`config.mk`:
```
export PLATFORM = sky130hd
export DESIGN_NAME = hpp_update
export DESIGN_NICKNAME = d
export VERILOG_FILES = /design/src/sv/hot_page_promotion_policy_macros.svh /design/src/sv/hpp_pkg.sv /design/src/sv/hpp_update.sv
export SDC_FILE = /design/constraint.sdc
export NUM_CORES = 1
export LEC_CHECK = 0
export BUFFER_PORTS_ARGS = -buffer_cell sky130_fd_sc_hd__buf_2
export CORE_MARGIN = 2
export CORE_UTILIZATION = 40
export DETAILED_ROUTE_END_ITERATION = 16
export GPL_TIMING_DRIVEN = 0
export PLACE_DENSITY_LB_ADDON = 0.3
export SYNTH_ARGS = -nofsm -noshare
export SYNTH_HDL_FRONTEND = slang
export SYNTH_SLANG_ARGS = --single-unit
```
`constraint.sdc`:
```
create_clock -name vclk -period 6.3
set_input_delay 1.26 -clock vclk [all_inputs]
set_output_delay 1.26 -clock vclk [all_outputs]
set_load 0.02 [all_outputs]
```
`src/sv/hot_page_promotion_policy_macros.svh`:
```
// Assertion macros shared by the hot page promotion policy RTL.
`ifndef HOT_PAGE_PROMOTION_POLICY_MACROS_SVH
`define HOT_PAGE_PROMOTION_POLICY_MACROS_SVH

// Same-cycle implication, checked outside reset.
`define HPP_ASSERT_IMP(label, clk, rst, ante, cons) \
  label: assert property (@(posedge clk) disable iff (rst) (ante) |-> (cons)) \
    else $error("hot page policy check failed");

// Next-cycle implication, checked outside reset.
`define HPP_ASSERT_NEXT(label, clk, rst, ante, cons) \
  label: assert property (@(posedge clk) disable iff (rst) (ante) |=> (cons)) \
    else $error("hot page policy check failed");

`endif

```
`src/sv/hpp_pkg.sv`:
```
// Types and constants shared by the hot page promotion policy modules.
`default_nettype none
package hpp_pkg;

  localparam int NUM_SLOTS     = 8192;
  localparam int SLOT_IDX_W    = $clog2(NUM_SLOTS);
  localparam int PAGE_W        = 13;
  localparam int RUN_W         = 8;
  localparam int HOT_COUNT_W   = 14;
  localparam int CFG_INDEX_W   = 2;
  localparam int CFG_DATA_W    = 8;

  typedef enum logic [CFG_INDEX_W-1:0] {
    REG_TRACKING_ENABLE    = 2'd0,
    REG_PROMOTE_THRESHOLD  = 2'd1,
    REG_COOLDOWN_THRESHOLD = 2'd2
  } hpp_reg_t;

  typedef logic [SLOT_IDX_W-1:0] hpp_idx_t;

  typedef struct packed {
    logic [PAGE_W-1:0] page_slot;
    logic [PAGE_W-1:0] ram_page;
    logic              was_dirty;
  } hpp_in_t;

  typedef struct packed {
    logic [PAGE_W-1:0]      page_slot_out;
    logic                   is_hot;
    logic                   promoted;
    logic                   reprotect;
    logic [PAGE_W-1:0]      reprotect_page;
    logic [HOT_COUNT_W-1:0] hot_count;
  } hpp_out_t;

  typedef struct packed {
    logic [RUN_W-1:0] dirty_run;
    logic [RUN_W-1:0] clean_run;
    logic             hot;
  } hpp_entry_t;

  typedef struct packed {
    logic       en;
    hpp_idx_t   slot;
    hpp_entry_t entry;
  } hpp_wr_t;

  typedef struct packed {
    logic             enable;
    logic [RUN_W-1:0] promote;
    logic [RUN_W-1:0] cooldown;
  } hpp_cfg_t;

endpackage
`default_nettype wire

```
`src/sv/hpp_update.sv`:
```
// Promotion and cooldown decision for one page record.
`default_nettype none
module hpp_update
  import hpp_pkg::*;
(
  input  wire hpp_entry_t             entry,
  input  wire hpp_in_t                item,
  input  wire hpp_cfg_t               cfg,
  input  wire logic [HOT_COUNT_W-1:0] hot_total,
  output hpp_entry_t                  entry_next,
  output logic                        wr_en,
  output hpp_out_t                    result,
  output logic [HOT_COUNT_W-1:0]      hot_total_next
);

  function automatic logic [RUN_W-1:0] run_inc(input logic [RUN_W-1:0] v);
    return (v == '1) ? v : v + 1'b1;
  endfunction

  logic             in_range;
  logic [RUN_W-1:0] dirty_new;
  logic [RUN_W-1:0] clean_new;
  logic             hot;
  logic             promoted;
  logic             reprotect;

  assign in_range = 32'(item.page_slot) < NUM_SLOTS;
  assign wr_en    = in_range && cfg.enable;

  always_comb begin
    dirty_new      = item.was_dirty ? run_inc(entry.dirty_run) : '0;
    clean_new      = entry.clean_run;
    hot            = entry.hot;
    promoted       = 1'b0;
    reprotect      = 1'b0;
    hot_total_next = hot_total;
    if (cfg.enable) begin
      if (entry.hot) begin
        clean_new = item.was_dirty ? '0 : run_inc(entry.clean_run);
        if (clean_new >= cfg.cooldown) begin
          hot       = 1'b0;
          reprotect = 1'b1;
          if (hot_total != '0) begin
            hot_total_next = hot_total - 1'b1;
          end
        end
      end else if (dirty_new >= cfg.promote) begin
        hot            = 1'b1;
        clean_new      = '0;
        promoted       = 1'b1;
        hot_total_next = hot_total + 1'b1;
      end
    end
    if (!in_range) begin
      hot            = 1'b0;
      promoted       = 1'b0;
      reprotect      = 1'b0;
      hot_total_next = hot_total;
    end
  end

  assign entry_next.dirty_run = dirty_new;
  assign entry_next.clean_run = clean_new;
  assign entry_next.hot       = hot;

  assign result.page_slot_out  = item.page_slot;
  assign result.is_hot         = hot;
  assign result.promoted       = promoted;
  assign result.reprotect      = reprotect;
  assign result.reprotect_page = reprotect ? item.ram_page : '0;
  assign result.hot_count      = hot_total_next;

endmodule
`default_nettype wire

```
==> results.sh, run 1 <==
export IMPL_outcome="finished, final reports clean"
export IMPL_hold_ws_ns=2.74
export IMPL_syn_area_um2=1840
export IMPL_switching_share=0.579
export IMPL_p_total_mw=0.189
export IMPL_ctsResizeCount=0
export IMPL_synth_cells=283
export IMPL_met1_length_um=2240
export IMPL_setup_viol=0
export IMPL_path_depth=17
export IMPL_hold_class="in -> out"
export IMPL_io_pins=150
export IMPL_seq_power_share=0
export IMPL_yosys_top_cells_area="ha_1, buf_4, nor2_1"
export IMPL_whs_path_depth=2
export IMPL_regArea_um2=0
export IMPL_slew_headroom=0.681
export IMPL_grt_max_degree=11
export IMPL_die_h_um=71.9
export IMPL_seq_cells=0
export IMPL_drt_iter0_markers=82
export IMPL_tns_ns=0
export IMPL_crit_slowest_cell="or3_1"
export IMPL_irDropWorstVdd_mv=0.0385
export IMPL_ys_seq_area_frac=0
export IMPL_max_stage_delay_ns=0.39
export IMPL_core_um2=4380
export IMPL_crit_fanout=10
export IMPL_cts_hold_buf=0
export IMPL_switchingPower_mw=0.109
export IMPL_synth_top_area_share=0.136
export IMPL_cts_setup_buffers=0
export IMPL_cpLargestDelayFamily="simple AND/OR/NAND/NOR gates"
export IMPL_highest_layer="met3"
export IMPL_tightest_slew_ns=0.474
export IMPL_slew_viol_final=0
export IMPL_start_util=0.420
export IMPL_worstPathCellList="clkbuf_1 > nand4_1 > nor2_2 > or2_1 > inv_2 > nand3_1 > xor2_1 > nor2_1 > ha_1 > nand2_1 > a311oi_1 > nor2_1 > or3_1 > a21oi_1 > xor2_1 > buf_4 > buf_2"
export IMPL_stdcell_count=467
export IMPL_yosys_warnings=0
export IMPL_grt_remaining_overflow=0
export IMPL_placed_cells=467
export IMPL_nets=512
export IMPL_die_area_um2=5170
export IMPL_place_area_um2=2570
export IMPL_syn_to_final_growth_pct=40.3
export IMPL_synth_nets=378
export IMPL_synth_most_common_cell="buf_4"
export IMPL_critPathRequiredTime_ns=5.04
export IMPL_hold_viol=0
export IMPL_synth_avg_cell_area_um2=6.51
export IMPL_wl_met3_um=351
export IMPL_min_from="item[22]"
export IMPL_wl_met2_um=2640
export IMPL_drt_total_wl_um=5230
export IMPL_num_rows=24
export IMPL_clockPowerShare=0
export IMPL_wl_per_cell_um=11.2
export IMPL_globalplace_congestion=0.881
export IMPL_p_int_mw=0.0793
export IMPL_num_antenna_cells=0
export IMPL_antenna_found_initial=0
export IMPL_finish_instance_area_um2=2590
export IMPL_p_per_area_nw_per_um2=72.9
export IMPL_synth_cell_types=48
export IMPL_port_buffers=132
export IMPL_max_freq_mhz=168
export IMPL_drv_cap=0
export IMPL_drc=0
export IMPL_grt_pass1_wl_um=8340
export IMPL_synthTopCellsByCount="buf_4, nor2_1, inv_1"
export IMPL_dp_hpwl_um=4520
export IMPL_period_share=0.943
export IMPL_min_period_ns=5.94
export IMPL_rsz0062_at_grt="false"
export IMPL_leakagePower_nw=1.39
export IMPL_viasPerCell=5.05
export IMPL_dr_pass1_iters=4
export IMPL_num_vias=2360
export IMPL_die_w_um=71.9
export IMPL_first_global_vias=2022
export IMPL_crit_type="in -> out"
export IMPL_critical_path_arrival_ns=4.68
export IMPL_drive_gt1_frac=0.424
export IMPL_gr_usage_all_layers=0.186
export IMPL_yosys_area_top_type="ha_1"
export IMPL_power_frac_comb=1.000
export IMPL_worst_path_buf_inv=4
export IMPL_route_antenna_remaining_nets=0
export IMPL_critPathCaptureType="primary output"
export IMPL_worstSetupStartpointType="input pin"
export IMPL_n_clock_buffer=0
export IMPL_crit_path_start="entry[4]"
## through the flow
stage / worst slack (ns) / util
finish: 0.362 / 0.590
global route: 0.00306 / 0.590
CTS: 0.102 / 0.586
detailed placement: 0.129 / 0.586
global placement: 0.131 / 0.586
floorplan: 0.359 / -
## path summary, 6_finish.rpt
path,end
max,result[3]
min,result[38]
## power by group through the flow
| stage | Clock, mW | Combinational (mW) | Sequential [mW] |
|---|---|---|---|
| final | 0 | 0.189 | 0 |
| after global routing | 0 | 0.209 | 0 |
| after CTS | 0 | 0.189 | 0 |
| after detailed placement | 0 | 0.188 | 0 |
| after global placement | 0 | 0.185 | 0 |
| after floorplan | 0 | 0.123 | 0 |
## area by class of cell
type               instances  area, um2
well taps                 52       65.1
repair buffers           132        661
multi-input cells        217       1480
inverters                 24       90.1
plain buffers             42        287
fillers                  452       1800
## metal layers
layer / vias to the layer above / track usage
met2: 81 / 0.357
met5: - / 0
met1: 1040 / 0.238
met3: 0 / 0.0141
met4: 0 / 0.00629
li1: 1239 / -
## cell usage in the layout, fill, tap and decap left out, types with 7 or more instances in the layout
cell      netlist  routed
buf_2           1     133
buf_4          32      32
nor2_1         31      30
inv_1          23      23
ha_1           20      20
nand2_1        18      18
and2_1         15      15
a21oi_1        13      13
xnor2_1        12      12
o21ai_0        11      11
nand3_1         9       9
clkbuf_1        8       8
nor3_1          8       7
## logic make-up after synthesis
logic type	Yosys count	share of synthesized area
muxes	3	0.0163
adders and majority gates	20	0.136
xor gates and xnor gates	18	0.0855
buffers and inverters	66	0.204
and+or+nand+nor	117	0.350
AOI/OAI and AO/OA	59	0.208
(Power assumes the default switching activity.)
==> inputs of run 2 (changes only) <==
- ABC_AREA: default -> 1
- clock period: 6.3 -> 5 ns (I/O delays scaled with it)
==> results.sh, run 2 <==
export IMPL_outcome="finished, final reports clean"
export IMPL_num_antenna_cells=0
export IMPL_route_antenna_remaining_nets=0
export IMPL_seq_cells=0
export IMPL_wl_per_cell_um=11.3
export IMPL_port_buffers=130
export IMPL_syn_area_um2=2900
export IMPL_grt_remaining_overflow=0
export IMPL_crit_slowest_cell="ha_1"
export IMPL_crit_fanout=10
export IMPL_cpLargestDelayFamily="simple AND/OR/NAND/NOR gates"
export IMPL_n_clock_buffer=0
export IMPL_min_period_ns=4.72
export IMPL_first_global_vias=3213
export IMPL_yosys_area_top_type="nand2_1"
export IMPL_synth_cell_types=35
export IMPL_hold_viol=0
export IMPL_finish_instance_area_um2=3710
export IMPL_drive_gt1_frac=0.325
export IMPL_p_total_mw=0.382
export IMPL_regArea_um2=0
export IMPL_worst_path_buf_inv=6
export IMPL_worstSetupStartpointType="input pin"
export IMPL_power_frac_comb=1.000
export IMPL_p_int_mw=0.147
export IMPL_irDropWorstVdd_mv=0.0455
export IMPL_die_area_um2=7940
export IMPL_place_area_um2=3670
export IMPL_critical_path_arrival_ns=3.72
export IMPL_num_rows=31
export IMPL_tns_ns=0
export IMPL_drt_total_wl_um=8910
export IMPL_dp_hpwl_um=7330
export IMPL_dr_pass1_iters=5
export IMPL_synthTopCellsByCount="nand2_1, inv_1, nor2_1"
export IMPL_switching_share=0.617
export IMPL_max_stage_delay_ns=0.29
export IMPL_syn_to_final_growth_pct=28.0
export IMPL_grt_pass1_wl_um=13900
export IMPL_nets=784
export IMPL_synth_avg_cell_area_um2=5.22
export IMPL_switchingPower_mw=0.236
export IMPL_crit_type="in -> out"
export IMPL_grt_max_degree=11
export IMPL_clockPowerShare=0
export IMPL_core_um2=7140
export IMPL_yosys_top_cells_area="nand2_1, inv_1, buf_4"
export IMPL_drc=0
export IMPL_viasPerCell=4.76
export IMPL_io_pins=150
export IMPL_leakagePower_nw=2.38
export IMPL_antenna_found_initial=0
export IMPL_slew_viol_final=0
export IMPL_gr_usage_all_layers=0.212
export IMPL_final_core_util=0.519
export IMPL_max_freq_mhz=212
export IMPL_critPathRequiredTime_ns=4.00
export IMPL_crit_path_frequent_cell="nand2_1"
export IMPL_hold_class="in -> out"
export IMPL_mostFrequentLayoutCells="nand2_1, buf_2, inv_1"
export IMPL_seq_power_share=0
export IMPL_critPathCaptureType="primary output"
export IMPL_synth_cells=555
export IMPL_synth_nets=650
export IMPL_yosys_warnings=0
export IMPL_die_w_um=89.1
export IMPL_p_per_area_nw_per_um2=103
export IMPL_period_share=0.945
export IMPL_synth_top_area_share=0.267
export IMPL_drt_iter0_markers=146
export IMPL_drv_cap=0
export IMPL_globalplace_congestion=0.908
export IMPL_tightest_slew_ns=0.573
export IMPL_die_h_um=89.1
export IMPL_start_util=0.406
export IMPL_synth_most_common_cell="nand2_1"
export IMPL_final_common_cell="nand2_1"
export IMPL_ys_seq_area_frac=0
export IMPL_setup_viol=0
export IMPL_slew_headroom=0.618
export IMPL_num_vias=3738
-- run 2: through the flow --
stage / hold WS (ns) / instances / setup WS [ns]
2_1_floorplan: 2.11 / 555 / 0.347
3_3_place_gp: 2.22 / 784 / 0.222
3_5_place_dp: 2.22 / 784 / 0.187
4_1_cts: 2.22 / 784 / 0.183
5_1_grt: 2.22 / 786 / -0.0298
6_report: 2.22 / 786 / 0.276
-- run 2: final cells by class --
type	instances	area [um2]
Buffer	50	398
Fill cell	808	3430
Inverter	89	337
Multi-Input combinational cell	416	2180
Tap cell	99	124
Timing Repair Buffer	132	666
-- run 2: logic make-up (layout without fill, tap and decap cells) --
kind of cell / count (synthesis) / in the layout / synth area share
compound gates: 50 / 50 / 0.0955
xor+xnor: 14 / 14 / 0.0423
simple gates: 332 / 332 / 0.522
fa+ha+maj: 20 / 20 / 0.0864
buf+inv: 139 / 271 / 0.254
-- run 2: what timing repair did --
action                     in CTS  in global routing
hold buffers                    0                  0
setup endpoints to repair       0                 31
gates resized for setup         0                  9
setup buffers                   0                  2
-- run 2: per-layer routing --
layer,vias up,routed length [um],track usage
met5,-,0,0
met4,0,70,0.0190
met3,6,695,0.00923
met2,160,4360,0.423
met1,1630,3780,0.257
li1,1942,-,-
-- run 2: power by group through the flow --
stage / registers (mW) / logic, mW / clock network [mW]
after floorplan: 0 / 0.263 / 0
after global placement: 0 / 0.371 / 0
after detailed placement: 0 / 0.378 / 0
after CTS: 0 / 0.379 / 0
after global routing: 0 / 0.427 / 0
final: 0 / 0.382 / 0
-- run 2: worst paths after layout --
| kind | cells after the start | start | slack [ns] | to |
|---|---|---|---|---|
| hold / removal | 2 | item[25] | 2.22 | result[41] |
| setup / recovery | 26 | entry[9] | 0.28 | result[13] |
==> inputs of run 3 (changes only) <==
- CORE_UTILIZATION: 40 -> 44
==> results.sh, run 3 (same netlist as run 2, synthesis figures left out) <==
export IMPL_drv_cap=0
export IMPL_viasPerCell=4.80
export IMPL_period_share=0.951
export IMPL_mostFrequentLayoutCells="nand2_1, buf_2, inv_1"
export IMPL_syn_to_final_growth_pct=27.3
export IMPL_final_core_util=0.580
export IMPL_min_from="item[26]"
export IMPL_critPathRequiredTime_ns=4.00
export IMPL_leakagePower_nw=2.37
export IMPL_io_pins=150
export IMPL_nets=785
export IMPL_regArea_um2=0
export IMPL_slew_headroom=0.642
export IMPL_globalplace_congestion=0.976
export IMPL_p_per_area_nw_per_um2=103
export IMPL_dr_pass1_iters=4
export IMPL_p_total_mw=0.381
export IMPL_route_antenna_remaining_nets=0
export IMPL_critical_path_arrival_ns=3.75
export IMPL_hold_viol=0
export IMPL_drt_iter0_markers=192
export IMPL_n_clock_buffer=0
export IMPL_antenna_found_initial=0
export IMPL_first_global_vias=3303
export IMPL_num_vias=3669
export IMPL_start_util=0.456
export IMPL_critPathCaptureType="primary output"
export IMPL_num_antenna_cells=0
export IMPL_crit_path_start="entry[9]"
export IMPL_core_um2=6350
export IMPL_grt_pass1_wl_um=14400
export IMPL_drive_gt1_frac=0.330
export IMPL_setup_viol=0
export IMPL_grt_remaining_overflow=0
export IMPL_worstSetupStartpointType="input pin"
export IMPL_finish_instance_area_um2=3690
export IMPL_outcome="finished, final reports clean"
export IMPL_drc=0
export IMPL_tightest_slew_ns=0.537
export IMPL_num_rows=29
export IMPL_min_period_ns=4.75
export IMPL_die_h_um=85.1
export IMPL_final_common_cell="nand2_1"
export IMPL_slew_viol_final=0
export IMPL_irDropWorstVdd_mv=0.0576
export IMPL_hold_class="in -> out"
export IMPL_crit_fanout=10
export IMPL_crit_type="in -> out"
export IMPL_port_buffers=130
export IMPL_grt_max_degree=11
export IMPL_drt_total_wl_um=8550
export IMPL_place_area_um2=3640
export IMPL_seq_cells=0
export IMPL_gr_usage_all_layers=0.232
export IMPL_wl_per_cell_um=11.2
export IMPL_die_w_um=85.1
export IMPL_dp_hpwl_um=7060
export IMPL_fill_cells=687
export IMPL_max_freq_mhz=210
export IMPL_die_area_um2=7250
==> run 3: cell types whose count changed in the layout (fill, tap and decap cells not counted), sizes merged <==
cell	delta
inv	-1
buf	+1
clkinv	+1
==> run 3: cell type report <==
| cell class | count | area (um2) | area share |
|---|---|---|---|
| Buffer | 50 | 398 | 0.108 |
| Inverter | 89 | 338 | 0.0916 |
| Multi-Input combinational cell | 416 | 2180 | 0.592 |
| Tap cell | 77 | 96.3 | 0.0261 |
| Timing Repair Buffer | 133 | 673 | 0.183 |
==> run 3: stage by stage <==
step	std cells	hold slack, ns	setup TNS, ns	worst slack, ns
2_1_floorplan	555	2.11	0	0.347
3_3_place_gp	762	2.22	0	0.268
3_5_place_dp	762	2.22	0	0.224
4_1_cts	762	2.22	0	0.208
5_1_grt	765	2.22	-0.00475	-0.00410
6_report	765	2.22	0	0.246
==> run 3: where the power goes <==
part / total, mW / leakage [nW] / switching, mW / internal, mW
clock network: 0 / 0 / 0 / 0
registers: 0 / 0 / 0 / 0
logic: 0.381 / 2.37 / 0.233 / 0.147
==> run 3: critical path, stage by stage <==
cell	delay, ns
buf_2	0.12
ha_1	0.21
nand2_1	0.09
nor2_2	0.05
nand2_1	0.08
inv_1	0.07
nand2_2	0.08
inv_2	0.06
a21oi_1	0.10
o21ai_0	0.09
nand2_1	0.06
inv_1	0.05
ha_1	0.29
nand2_1	0.08
inv_1	0.04
nor2_2	0.06
o21a_1	0.25
nand2_4	0.10
buf_6	0.16
o21ai_0	0.18
nand2_1	0.07
nand2_1	0.06
nand2_1	0.06
nand2_1	0.07
buf_4	0.10
buf_2	0.14
==> run 3: final timing paths <==
kind / depth (start not counted) / endpoint / slack (ns)
worst max-delay path: 26 / result[8] / 0.25
worst min-delay path: 2 / result[42] / 2.22
==> run 3: metal layers <==
layer | track usage | vias to the layer above | wire, um
met2 | 0.445 | 131 | 4270
met1 | 0.292 | 1600 | 3630
li1 | - | 1938 | -
met4 | 0.0115 | 0 | 0
met5 | 0 | - | 0
met3 | 0.0195 | 0 | 649
==> run 3: repair_timing <==
action                                  in CTS  in global routing
endpoints found under the setup margin       0                 35
resized for setup                            0                 11
setup buffers                                0                  3
hold buffers                                 0                  0
